--- src/hw/rtl/scg_pkg.sv ---
package scg_pkg;

  localparam int SampleW   = 16;
  localparam int AccW      = 32;
  localparam int RadW      = 34;            // 327680 * 32768 needs 34 bits
  localparam int RootW     = RadW / 2;
  localparam int RemW      = RootW + 2;
  localparam int SqrtSteps = RootW;
  localparam int CntW      = $clog2(SqrtSteps);

  localparam logic [AccW-1:0] FireThresholdReset = 32'd16384000;

  localparam logic [2:0] AddrFireThreshold = 3'd0;
  localparam logic [2:0] AddrLinkChannels  = 3'd4;

  typedef struct packed {
    logic signed [SampleW-1:0] left_sample;
    logic signed [SampleW-1:0] right_sample;
  } scg_in_t;

  typedef struct packed {
    logic signed [SampleW-1:0] left_out;
    logic signed [SampleW-1:0] right_out;
  } scg_out_t;

  typedef enum logic [2:0] {
    ST_IDLE,
    ST_ACC,
    ST_FIRE,
    ST_SQRT,
    ST_WRITE
  } scg_state_t;

  // magnitude of a q1.15 sample, -32768 gives 32768
  function automatic logic [SampleW-1:0] mag16(input logic signed [SampleW-1:0] x);
    logic [SampleW-1:0] m;
    m = x[SampleW-1] ? (~x + 1'b1) : x;
    return m;
  endfunction

endpackage

--- src/hw/rtl/stereo_click_generator.sv ---
// stereo click generator
//
// input channel: one beat per stereo q1.15 pair on in_data, taken when in_valid
// is high and in_stall is low. result channel: one beat per input beat on
// out_data, offered with out_valid and held until out_stall is low.
// each channel accumulates sample magnitude (saturating at 32 bits); when an
// accumulator reaches fire_threshold it clears and that sample is reshaped to
// sign(x)*floor(sqrt(327680*|x|)), clamped to the q1.15 range. with
// link_channels set a firing on either side fires both.
// an item is taken in the idle state, then passes through an accumulate state,
// a compare state, 17 square root steps per channel on the single shared
// restoring root unit, and an output load state.
// in_stall stays high while an item is in work. a finished result sits in the
// output register, so the next beat is taken while it waits; if out_stall
// holds, the block parks before the output load until the register frees.
// reset (rst_n low, synchronous) clears both accumulators, drops out_valid and
// returns fire_threshold to 16384000 and link_channels to 0.
// config: apb style, fire_threshold at 0x0, link_channels at 0x4, no wait
// states; write only while no beat is in work.
module stereo_click_generator
  import scg_pkg::*;
(
  input  logic                clk,
  input  logic                rst_n,
  input  logic                in_valid,
  output logic                in_stall,
  input  scg_in_t             in_data,
  output logic                out_valid,
  input  logic                out_stall,
  output scg_out_t            out_data,
  input  logic                psel,
  input  logic                penable,
  input  logic                pwrite,
  input  logic [2:0]          paddr,
  input  logic [31:0]         pwdata,
  output logic [31:0]         prdata,
  output logic                pready
);

  // control state
  scg_state_t       state_r, state_nxt;
  logic             out_valid_r, out_valid_nxt;
  logic [CntW-1:0]  cnt_r, cnt_nxt;
  logic             chan_r, chan_nxt;
  logic             fire_l_r, fire_l_nxt;
  logic             fire_r_r, fire_r_nxt;
  logic [AccW-1:0]  left_acc_r, left_acc_nxt;
  logic [AccW-1:0]  right_acc_r, right_acc_nxt;
  logic [AccW-1:0]  thr_r;
  logic             link_r;

  // payload
  scg_in_t          smp_r, smp_nxt;
  scg_out_t         out_r, out_nxt;
  logic [SampleW-1:0] shp_l_r, shp_l_nxt;
  logic [SampleW-1:0] shp_r_r, shp_r_nxt;

  // shared root unit
  logic [RadW-1:0]  rad_r, rad_nxt;
  logic [RemW-1:0]  rem_r, rem_nxt;
  logic [RootW-1:0] root_r, root_nxt;

  logic             in_acc;
  logic             out_free;
  logic             sqrt_last;
  logic             cfg_wr;

  assign in_acc    = in_valid && !in_stall;
  assign out_free  = !out_valid_r || !out_stall;
  assign sqrt_last = (cnt_r == CntW'(SqrtSteps - 1));
  assign cfg_wr    = psel && penable && pwrite && pready;

  // ---------------------------------------------------------------- sequencer
  always_comb begin
    state_nxt = state_r;
    case (state_r)
      ST_IDLE:  if (in_valid) state_nxt = ST_ACC;
      ST_ACC:   state_nxt = ST_FIRE;
      ST_FIRE:  state_nxt = ST_SQRT;
      ST_SQRT:  if (sqrt_last && chan_r) state_nxt = ST_WRITE;
      ST_WRITE: if (out_free) state_nxt = ST_IDLE;
      default:  state_nxt = ST_IDLE;
    endcase
  end

  // ---------------------------------------------------------------- datapath
  function automatic logic [RadW-1:0] load_rad(input logic signed [SampleW-1:0] x);
    logic [SampleW-1:0] m;
    logic [SampleW+1:0] m5;
    m  = mag16(x);
    m5 = {m, 2'b00} + {2'b00, m};        // 5*|x|, the 65536 factor is the shift
    return {m5, 16'b0};
  endfunction

  logic [AccW:0]      sum_l, sum_r;
  logic [RemW+1:0]    rem_sh;
  logic [RemW+1:0]    trial;
  logic [RootW-1:0]   root_fin;
  logic signed [SampleW-1:0] cur_x;
  logic [SampleW-1:0] shaped;
  logic [RootW-1:0]   root_neg;
  logic               fl, fr;

  always_comb begin
    sum_l = {1'b0, left_acc_r}  + {{(AccW-SampleW+1){1'b0}}, mag16(smp_r.left_sample)};
    sum_r = {1'b0, right_acc_r} + {{(AccW-SampleW+1){1'b0}}, mag16(smp_r.right_sample)};

    fl = (left_acc_r  >= thr_r);
    fr = (right_acc_r >= thr_r);
    if (link_r) begin
      fl = fl || fr;
      fr = fl;
    end

    // one restoring step: two radicand bits in, one root bit out
    rem_sh   = {rem_r, rad_r[RadW-1 -: 2]};
    trial    = {2'b00, root_r, 2'b01};
    root_fin = (rem_sh >= trial) ? {root_r[RootW-2:0], 1'b1} : {root_r[RootW-2:0], 1'b0};

    cur_x    = chan_r ? smp_r.right_sample : smp_r.left_sample;
    root_neg = ~root_fin + 1'b1;
    if (cur_x[SampleW-1]) begin
      shaped = (root_fin > RootW'(32768)) ? 16'h8000 : root_neg[SampleW-1:0];
    end else begin
      shaped = (root_fin > RootW'(32767)) ? 16'h7fff : root_fin[SampleW-1:0];
    end
  end

  always_comb begin
    smp_nxt       = smp_r;
    out_nxt       = out_r;
    out_valid_nxt = out_valid_r && out_stall;
    cnt_nxt       = cnt_r;
    chan_nxt      = chan_r;
    fire_l_nxt    = fire_l_r;
    fire_r_nxt    = fire_r_r;
    left_acc_nxt  = left_acc_r;
    right_acc_nxt = right_acc_r;
    shp_l_nxt     = shp_l_r;
    shp_r_nxt     = shp_r_r;
    rad_nxt       = rad_r;
    rem_nxt       = rem_r;
    root_nxt      = root_r;
    case (state_r)
      ST_IDLE: begin
        if (in_acc) smp_nxt = in_data;
      end
      ST_ACC: begin
        // saturating accumulate
        left_acc_nxt  = sum_l[AccW] ? '1 : sum_l[AccW-1:0];
        right_acc_nxt = sum_r[AccW] ? '1 : sum_r[AccW-1:0];
      end
      ST_FIRE: begin
        fire_l_nxt = fl;
        fire_r_nxt = fr;
        if (fl) left_acc_nxt  = '0;
        if (fr) right_acc_nxt = '0;
        chan_nxt = 1'b0;
        cnt_nxt  = '0;
        rad_nxt  = load_rad(smp_r.left_sample);
        rem_nxt  = '0;
        root_nxt = '0;
      end
      ST_SQRT: begin
        rad_nxt  = {rad_r[RadW-3:0], 2'b00};
        rem_nxt  = (rem_sh >= trial) ? RemW'(rem_sh - trial) : rem_sh[RemW-1:0];
        root_nxt = root_fin;
        cnt_nxt  = cnt_r + 1'b1;
        if (sqrt_last) begin
          if (chan_r) begin
            shp_r_nxt = shaped;
          end else begin
            shp_l_nxt = shaped;
            chan_nxt  = 1'b1;
            cnt_nxt   = '0;
            rad_nxt   = load_rad(smp_r.right_sample);
            rem_nxt   = '0;
            root_nxt  = '0;
          end
        end
      end
      ST_WRITE: begin
        if (out_free) begin
          out_valid_nxt     = 1'b1;
          out_nxt.left_out  = fire_l_r ? shp_l_r : smp_r.left_sample;
          out_nxt.right_out = fire_r_r ? shp_r_r : smp_r.right_sample;
        end
      end
      default: ;
    endcase
  end

  always_ff @(posedge clk) begin
    if (!rst_n) begin
      state_r     <= ST_IDLE;
      out_valid_r <= 1'b0;
      cnt_r       <= '0;
      chan_r      <= 1'b0;
      fire_l_r    <= 1'b0;
      fire_r_r    <= 1'b0;
      left_acc_r  <= '0;
      right_acc_r <= '0;
    end else begin
      state_r     <= state_nxt;
      out_valid_r <= out_valid_nxt;
      cnt_r       <= cnt_nxt;
      chan_r      <= chan_nxt;
      fire_l_r    <= fire_l_nxt;
      fire_r_r    <= fire_r_nxt;
      left_acc_r  <= left_acc_nxt;
      right_acc_r <= right_acc_nxt;
    end
  end

  always_ff @(posedge clk) begin
    smp_r   <= smp_nxt;
    out_r   <= out_nxt;
    shp_l_r <= shp_l_nxt;
    shp_r_r <= shp_r_nxt;
    rad_r   <= rad_nxt;
    rem_r   <= rem_nxt;
    root_r  <= root_nxt;
  end

  // ---------------------------------------------------------------- config regs
  always_ff @(posedge clk) begin
    if (!rst_n) begin
      thr_r  <= FireThresholdReset;
      link_r <= 1'b0;
    end else if (cfg_wr) begin
      if (paddr[2] == AddrLinkChannels[2]) link_r <= pwdata[0];
      else                                 thr_r  <= pwdata;
    end
  end

  always_comb begin
    prdata = (paddr[2] == AddrFireThreshold[2]) ? thr_r : {31'b0, link_r};
  end

  // ---------------------------------------------------------------- outputs
  assign pready    = 1'b1;
  assign in_stall  = (state_r != ST_IDLE);
  assign out_valid = out_valid_r;
  assign out_data  = out_r;

  // ---------------------------------------------------------------- checks
  a_busy_after_accept: assert property (@(posedge clk) disable iff (!rst_n)
    in_acc |=> in_stall && state_r == ST_ACC)
    else $error("beat accepted but sequencer did not start");

  a_fire_clears: assert property (@(posedge clk) disable iff (!rst_n)
    state_r == ST_FIRE && fl |=> left_acc_r == '0 && fire_l_r)
    else $error("left firing did not clear accumulator");

  a_link_both: assert property (@(posedge clk) disable iff (!rst_n)
    state_r == ST_SQRT && link_r |-> fire_l_r == fire_r_r)
    else $error("linked mode fired one channel only");

  a_root_bound: assert property (@(posedge clk) disable iff (!rst_n)
    state_r == ST_SQRT |-> rem_r <= {root_r, 1'b0})
    else $error("root remainder out of range");

  a_out_load: assert property (@(posedge clk) disable iff (!rst_n)
    state_r == ST_WRITE && out_free |=> out_valid && state_r == ST_IDLE)
    else $error("result not loaded on write");

endmodule
--- config.mk ---
export PLATFORM = sky130hd
export DESIGN_NAME = stereo_click_generator
export DESIGN_NICKNAME = d
export VERILOG_FILES = /design/src/hw/rtl/scg_pkg.sv /design/src/hw/rtl/stereo_click_generator.sv
export SDC_FILE = /design/constraint.sdc
export NUM_CORES = 1
export LEC_CHECK = 0
export BUFFER_PORTS_ARGS = -buffer_cell sky130_fd_sc_hd__buf_2
export CORE_MARGIN = 5
export CORE_UTILIZATION = 40
export CTS_BUF_LIST = sky130_fd_sc_hd__clkbuf_4 sky130_fd_sc_hd__clkbuf_8
export CTS_CLUSTER_DIAMETER = 200
export DETAILED_ROUTE_END_ITERATION = 10
export GPL_TIMING_DRIVEN = 1
export RECOVER_POWER = 25
export SLEW_MARGIN = 5
export SYNTH_ARGS = -nofsm -noshare
export SYNTH_HDL_FRONTEND = slang
export SYNTH_SLANG_ARGS = --single-unit
--- constraint.sdc ---
create_clock -name clk -period 5.95 [get_ports clk]
set_input_delay 0.2975 -clock clk [delete_from_list [all_inputs] [get_ports clk]]
set_output_delay 0.2975 -clock clk [all_outputs]
set_load 0.02 [all_outputs]
==> flow_summary.json, run 1 <==
{
  "ys_ff_latch": 259,
  "syn-instance-count": 1744,
  "cts_root_buf": "clkbuf_8",
  "path_clk_slew_ps": 60,
  "maxCapViolations": 2,
  "drc": 0,
  "setup_viol": 0,
  "drive_above_1_share_pct": 12.09,
  "syn-num-nets": 1971,
  "post-route-period-util_pct": 84.20,
  "synth.distinct_cells": 71,
  "switching_share_pct": 30.41,
  "switchingPower_mw": 1.538,
  "antenna_found_initial": 0,
  "cts_made_buffers": 47,
  "antenna_left": 0,
  "wirelength_um": 47210,
  "syn_to_final_growth_pct": 17.63,
  "cp.arrival_ps": 5510,
  "dp_hpwl_um": 34610,
  "max_freq_mhz": 199.6,
  "synthArstFlopShare_pct": 0,
  "initial_core_util_pct": 40.70,
  "nets": 2179,
  "synth-edff-count": 150,
  "final.setup.worst_slack_ps": 939.9,
  "fin_skew_ps": 33.06,
  "crit_required_ps": 6450,
  "gp_congestion": 0.8634,
  "yosys-top-cells-area": "edfxtp_1 (28%), dfxtp_1 (13%), ha_1 (11%)",
  "synth_flop_cell": "edfxtp_1",
  "violations": "max-capacitance violations, max-slew violations",
  "die_x_um": 211.5,
  "finalHoldViolations": 0,
  "yosys.cell_count.top_type": "nand2_1",
  "synth_area_per_cell_um2": 9.315,
  "clkSinkCount": 259,
  "drt_iter0_drc": 1101,
  "fin_tns_setup_ps": 0,
  "post_cts_resized": 0,
  "hold_buffers": 65,
  "max_slew.worst_pin.slew_ps": 1556,
  "clkLatencyLatePin_ps": 630,
  "htree_levels": 2,
  "die_h_um": 211.5,
  "hp-class": "input port to register",
  "seq_area_frac_synth_pct": 41.16,
  "ys_warn_count": 0,
  "path_cells": "inv_1 -> ha_1 -> a21o_1 -> a21o_1 -> a21oi_1 -> o21ai_0 -> a22oi_1 -> nand3_1 -> inv_1 -> ha_1 -> and3_1 -> nand3_1 -> or4_1 -> or4_1 -> a21oi_1 -> nand2_1 -> o311ai_0 -> buf_4",
  "slew_headroom_pct": -3.731,
  "num_rows": 73,
  "cts_tree": "done",
  "power_frac_clock_pct": 35.6,
  "r2r_slack_ps": 940,
  "synth_top_area_share_pct": 27.73,
  "critPathMaxFanout": 5,
  "power.internal_mw": 3.521,
  "grt.total_usage_pct": 20.61,
  "p_per_area_nw_per_um2": 264.7,
  "netlist_area_um2": 16250,
  "dieArea_um2": 44740,
  "seqPwrFrac_pct": 41.1,
  "outcome": "finished, violations left",
  "cp-endpoint": "shp_l_r[4]",
  "critPathKind": "register to register",
  "wl_per_cell_um": 18.80,
  "r2r_end": "shp_l_r[4]",
  "dp_slack_ps": 993.3,
  "viasPerCell": 5.553,
  "clk_path_buf_depth": 3,
  "final_core_utilization_pct": 47.88,
  "grt_start_max_net_pins": 61,
  "worstSetupEndpointType": "register",
  "worst_r2r_path_depth": 18,
  "ios": 141,
  "post-cts-setup-buffers": 0,
  "core_um2": 39910,
  "cp_slowest_stage_delay_ps": 540,
  "r2r_start": "root_r[4]",
  "whs_ps": 80.30,
  "cp-start-kind": "register",
  "grt_pass1_vias": 14010,
  "ys_top_cells_by_count": "nand2_1 (181), a21oi_1 (160), edfxtp_1 (150)",
  "leakage_nw": 7.705,
  "synth_top_area_cell": "edfxtp_1",
  "critPathSlowestCell": "o311ai_0",
  "overflow": 0,
  "maxSlewViolCount": 39,
  "peakVddDrop_v": 0.0002098,
  "vias": 13940,
  "rsz0062_at_grt": "false",
  "grt_pass1_wl_um": 74640,
  "io_buffers": 137,
  "fin_crit_ps": 5010,
  "critPathLaunch": "root_r[4]",
  "power_frac_comb_pct": 23.3,
  "dr.pass1.iters": 5
}
-- critical path: cells and delay by family (launching register included) --
kind                       cells  cell delay [ps]
AOI/OAI and AO/OA              7             1920
and+or+nand+nor                6             1590
buffers and inverters          3              490
adders and majority gates      2              480
DFF                            1              420
-- stage by stage --
stage / power (mW) / cell area [µm²] / cells
after detailed placement: 3.241 / 17530 / 2363
after floorplan: 2.938 / 16250 / 1744
after global placement: 3.215 / 17530 / 2363
after global routing: 5.328 / 19110 / 2510
after CTS: 5.100 / 19170 / 2510
final: 5.059 / 19110 / 2511
-- logic make-up after synthesis --
group	Yosys count	share of synthesized area [%]
adder cells (fa/ha/maj)	153	11.97
flip-flops	259	41.16
AND/OR/NAND/NOR	541	15.61
buffers and inverters	155	3.651
AO/OA/AOI/OAI	504	20.03
multiplexers	34	2.326
other	1	0.02308
XOR/XNOR	97	5.229
-- routing by layer --
layer / part of all wire, % / vias to the layer above / global-route usage, % / wire length (µm)
li1: - / 6825 / - / -
met1: 46 / 6651 / 27.88 / 21630
met2: 47 / 387 / 34.24 / 22000
met3: 5.2 / 80 / 3.068 / 2454
met4: 2.4 / 0 / 6.353 / 1120
met5: 0 / - / 0 / 0
-- cell usage in the layout, fill, tap and decap left out, types with 7 or more instances in the layout --
cell,n
a211oi_1,18
a21o_1,52
a21oi_1,159
a22o_1,12
a31oi_1,9
and2_1,11
and3_1,16
buf_2,90
buf_4,22
clkbuf_1,47
clkbuf_4,15
clkbuf_8,52
clkinv_1,7
dfxtp_1,109
dlygate4sd3_1,65
edfxtp_1,150
ha_1,149
inv_1,87
mux2_2,27
nand2_1,181
nand2b_1,17
nand3_1,44
nand4_1,31
nor2_1,147
nor2b_1,18
nor3_1,26
o211ai_1,20
o21a_1,18
o21ai_0,100
o21bai_1,7
o2bb2ai_1,25
o311ai_0,7
o31ai_1,20
or2_2,9
or3_1,10
or4_1,7
xnor2_1,67
xor2_1,30
-- power by group through the flow --
| stage | clock (mW) | combinational [mW] | sequential (mW) |
|---|---|---|---|
| floorplan | 0 | 0.860 | 2.08 |
| global route | 1.93 | 1.31 | 2.08 |
| detailed placement | 0 | 1.13 | 2.11 |
| global placement | 0 | 1.10 | 2.11 |
| finish | 1.80 | 1.18 | 2.08 |
| CTS | 1.85 | 1.17 | 2.08 |
-- flip-flops by register name, summed over array words and instances, names as in the netlist, 3 cells and up --
register	flops
cnt_r	5
state_r	3
left_acc_r	32
rem_r	19
right_acc_r	32
root_r	17
rad_r	18
shp_r_r	16
out_data	32
thr_r	32
smp_r	32
shp_l_r	16
-- cell type report --
| cell class | count | area [µm²] |
|---|---|---|
| clock buffers | 67 | 828.3 |
| diodes | 1 | 2.502 |
| clock inverters | 15 | 160.2 |
| fillers | 3770 | 20810 |
| multi-input cells | 1330 | 8994 |
| flip-flops and latches | 259 | 6686 |
| inverters | 89 | 334.1 |
| well taps | 525 | 656.9 |
| repair buffers | 225 | 1448 |
-- how the worst min path moves through the flow --
stage                           from         end  cells past startpoint
after floorplan           in_data[0]    smp_r[0]                      0
after global placement      thr_r[8]    thr_r[8]                      2
after detailed placement   thr_r[14]   thr_r[14]                      2
after CTS                   in_valid  state_r[0]                      4
after global routing        in_valid  state_r[0]                      4
final                       in_valid  state_r[0]                      4
Power figures use the tool's default switching activity.
==> run 2: changes to the inputs <==
==> constraint.sdc (replaced) <==
create_clock -name clk -period 4.3 [get_ports clk]
set_input_delay 0.215 -clock clk [delete_from_list [all_inputs] [get_ports clk]]
set_output_delay 0.215 -clock clk [all_outputs]
set_load 0.02 [all_outputs]
==> run 2 against run 1 <==
  * The flow still finishes with violations (max-capacitance violations, max-slew violations)
  * Setup slack got worse by 790 ps
  * Clock skew fell by 1.3 ps
  * Power rose by 39%
  * Register-to-register slack got worse by 790 ps
  * Final cell count rose by 3.6%
  * Design area rose by 4.3%
  * Global-route usage rose by 0.20 points
  * Core utilization rose by 2.0 points
  * Highest routed layer unchanged
==> flow_summary.json, run 2 (synthesis gave the netlist of run 1 again) <==
{
  "outcome": "finished, violations left",
  "violations": "max-capacitance violations, max-slew violations",
  "maxSlewViolCount": 75,
  "viasPerCell": 5.472,
  "cts_made_buffers": 47,
  "num_rows": 73,
  "clkSinkCount": 259,
  "clk_path_buf_depth": 3,
  "hp-class": "input port to register",
  "cp-start-kind": "register",
  "die_h_um": 211.5,
  "htree_levels": 2,
  "maxCapViolations": 2,
  "rsz0062_at_grt": "false",
  "slew_headroom_pct": -2.676,
  "fin_crit_ps": 4148,
  "cts_tree": "done",
  "path_cells": "or4_4 -> or3_4 -> or3_1 -> or4b_4 -> inv_1 -> ha_1 -> a21oi_1 -> nor2b_1 -> a21oi_1 -> or4_4 -> or4b_1 -> and4b_1",
  "worstSetupEndpointType": "register",
  "syn_to_final_growth_pct": 22.65,
  "clkLatencyLatePin_ps": 620,
  "fin_skew_ps": 31.74,
  "grt_pass1_vias": 14120,
  "drive_above_1_share_pct": 17.15,
  "core_um2": 39910,
  "register_area_um2": 6686,
  "grt_pass1_wl_um": 75040,
  "crit_required_ps": 4810,
  "max_freq_mhz": 241.1,
  "nets": 2270,
  "dp_hpwl_um": 35470,
  "vias": 14230,
  "post-route-period-util_pct": 96.46,
  "final_cell_mix": "nand2_1 (181), a21oi_1 (155), edfxtp_1 (150), nor2_1 (147), ha_1 (144)",
  "final_common_cell": "nand2_1",
  "wirelength_um": 47870,
  "grt_start_max_net_pins": 58,
  "overflow": 0,
  "dp_slack_ps": -17.28,
  "dr.pass1.iters": 6,
  "dieArea_um2": 44740,
  "wl_met2_um": 22380,
  "cp_slowest_stage_delay_ps": 580,
  "p_per_area_nw_per_um2": 353.1,
  "num_antenna_cells": 0,
  "drt_iter0_drc": 943,
  "final.setup.worst_slack_ps": 152.4,
  "initial_core_util_pct": 40.70,
  "layoutNonFillerInstCount": 2601,
  "ios": 141,
  "wl_met3_um": 2361,
  "die_x_um": 211.5,
  "critPathMaxFanout": 7,
  "wl_met1_um": 21860,
  "grt.total_usage_pct": 20.81,
  "critPathKind": "register to register",
  "multi_input_area_um2": 9140,
  "antenna_found_initial": 0,
  "gp_congestion": 0.8895,
  "critPathSlowestCell": "or4_4",
  "cp.arrival_ps": 4660,
  "wl_per_cell_um": 18.41,
  "cts_root_buf": "clkbuf_8",
  "fillers": 3723,
  "worst_r2r_path_depth": 12,
  "max_slew.worst_pin.slew_ps": 1540,
  "io_buffers": 137,
  "top_layer_used": "met4",
  "cp.depth": 12,
  "path_clk_slew_ps": 60,
  "leakage_nw": 8.127,
  "whs_path_depth": 2,
  "critPathBufInv": 1,
  "setup_viol": 0,
  "peakVddDrop_v": 0.0002556,
  "placed_cells": 2448,
  "finalHoldViolations": 0,
  "drc": 0,
  "cp_top_family": "simple AND/OR/NAND/NOR gates",
  "antenna_left": 0
}
[run 2: cell count changes in the layout (fill, tap and decap cells not counted), sizes merged]
cell and delta:
buf +84, clkinv +3, dlygate4sd3 +3, clkbuf +2
bufinv -1, diode -1
[run 2: worst register-to-register path, cell delays in order, from the launching register on]
cell and delay, ps:
edfxtp_1 380, or4_4 580, or3_4 350, or3_1 340, or4b_4 540, inv_1 130
ha_1 220, a21oi_1 120, nor2b_1 120, a21oi_1 60, or4_4 550, or4b_1 470
and4b_1 190
[run 2: repair_timing]
item,4_1_cts,5_1_grt
endpoints found under the hold margin,70,0
setup endpoints to repair,16,70
gates resized for setup,3,32
buffers inserted,0,3
pin swaps,0,8
hold buffers,68,0
[run 2: stage by stage]
step / utilization, % / setup TNS (ps) / hold WS (ps) / total power, mW / area [µm²]
finish: 49.92 / 0 / 192.0 / 7.036 / 19930
global route: 49.92 / 0 / 193.1 / 7.425 / 19930
CTS: 49.73 / 0 / 155.7 / 7.080 / 19850
detailed placement: 45.62 / -17.28 / 393.1 / 4.566 / 18210
global placement: 45.62 / 0 / 392.2 / 4.530 / 18210
floorplan: - / 0 / 313.9 / 4.071 / 16280
[run 2: worst paths after layout]
kind	start	to	slack (ps)
max	smp_r[9]	right_acc_r[30]	150
min	rst_n	thr_r[20]	190
max reg2reg	smp_r[9]	right_acc_r[30]	150
min reg2reg	thr_r[11]	thr_r[11]	460
[run 2: area by class of cell]
class | count | area share (%)
Timing Repair Buffer | 316 | 10.83
Clock inverter | 17 | 0.7221
Multi-Input combinational cell | 1330 | 45.87
Tap cell | 525 | 3.297
Clock buffer | 65 | 4.050
Inverter | 89 | 1.677
Sequential cell | 259 | 33.56
[run 2: where the power goes]
| part | internal, mW | switching [mW] | total, mW |
|---|---|---|---|
| sequential | 2.77 | 0.0893 | 2.85 |
| clock | 1.33 | 1.10 | 2.43 |
| combinational | 0.768 | 0.979 | 1.75 |
| total | 4.87 | 2.17 | 7.04 |
[run 2: per-layer routing]
metal	up-vias	GRT usage (%)
li1	7007	-
met4	0	6.975
met1	6775	27.61
met3	86	3.705
met5	-	0
met2	364	34.50
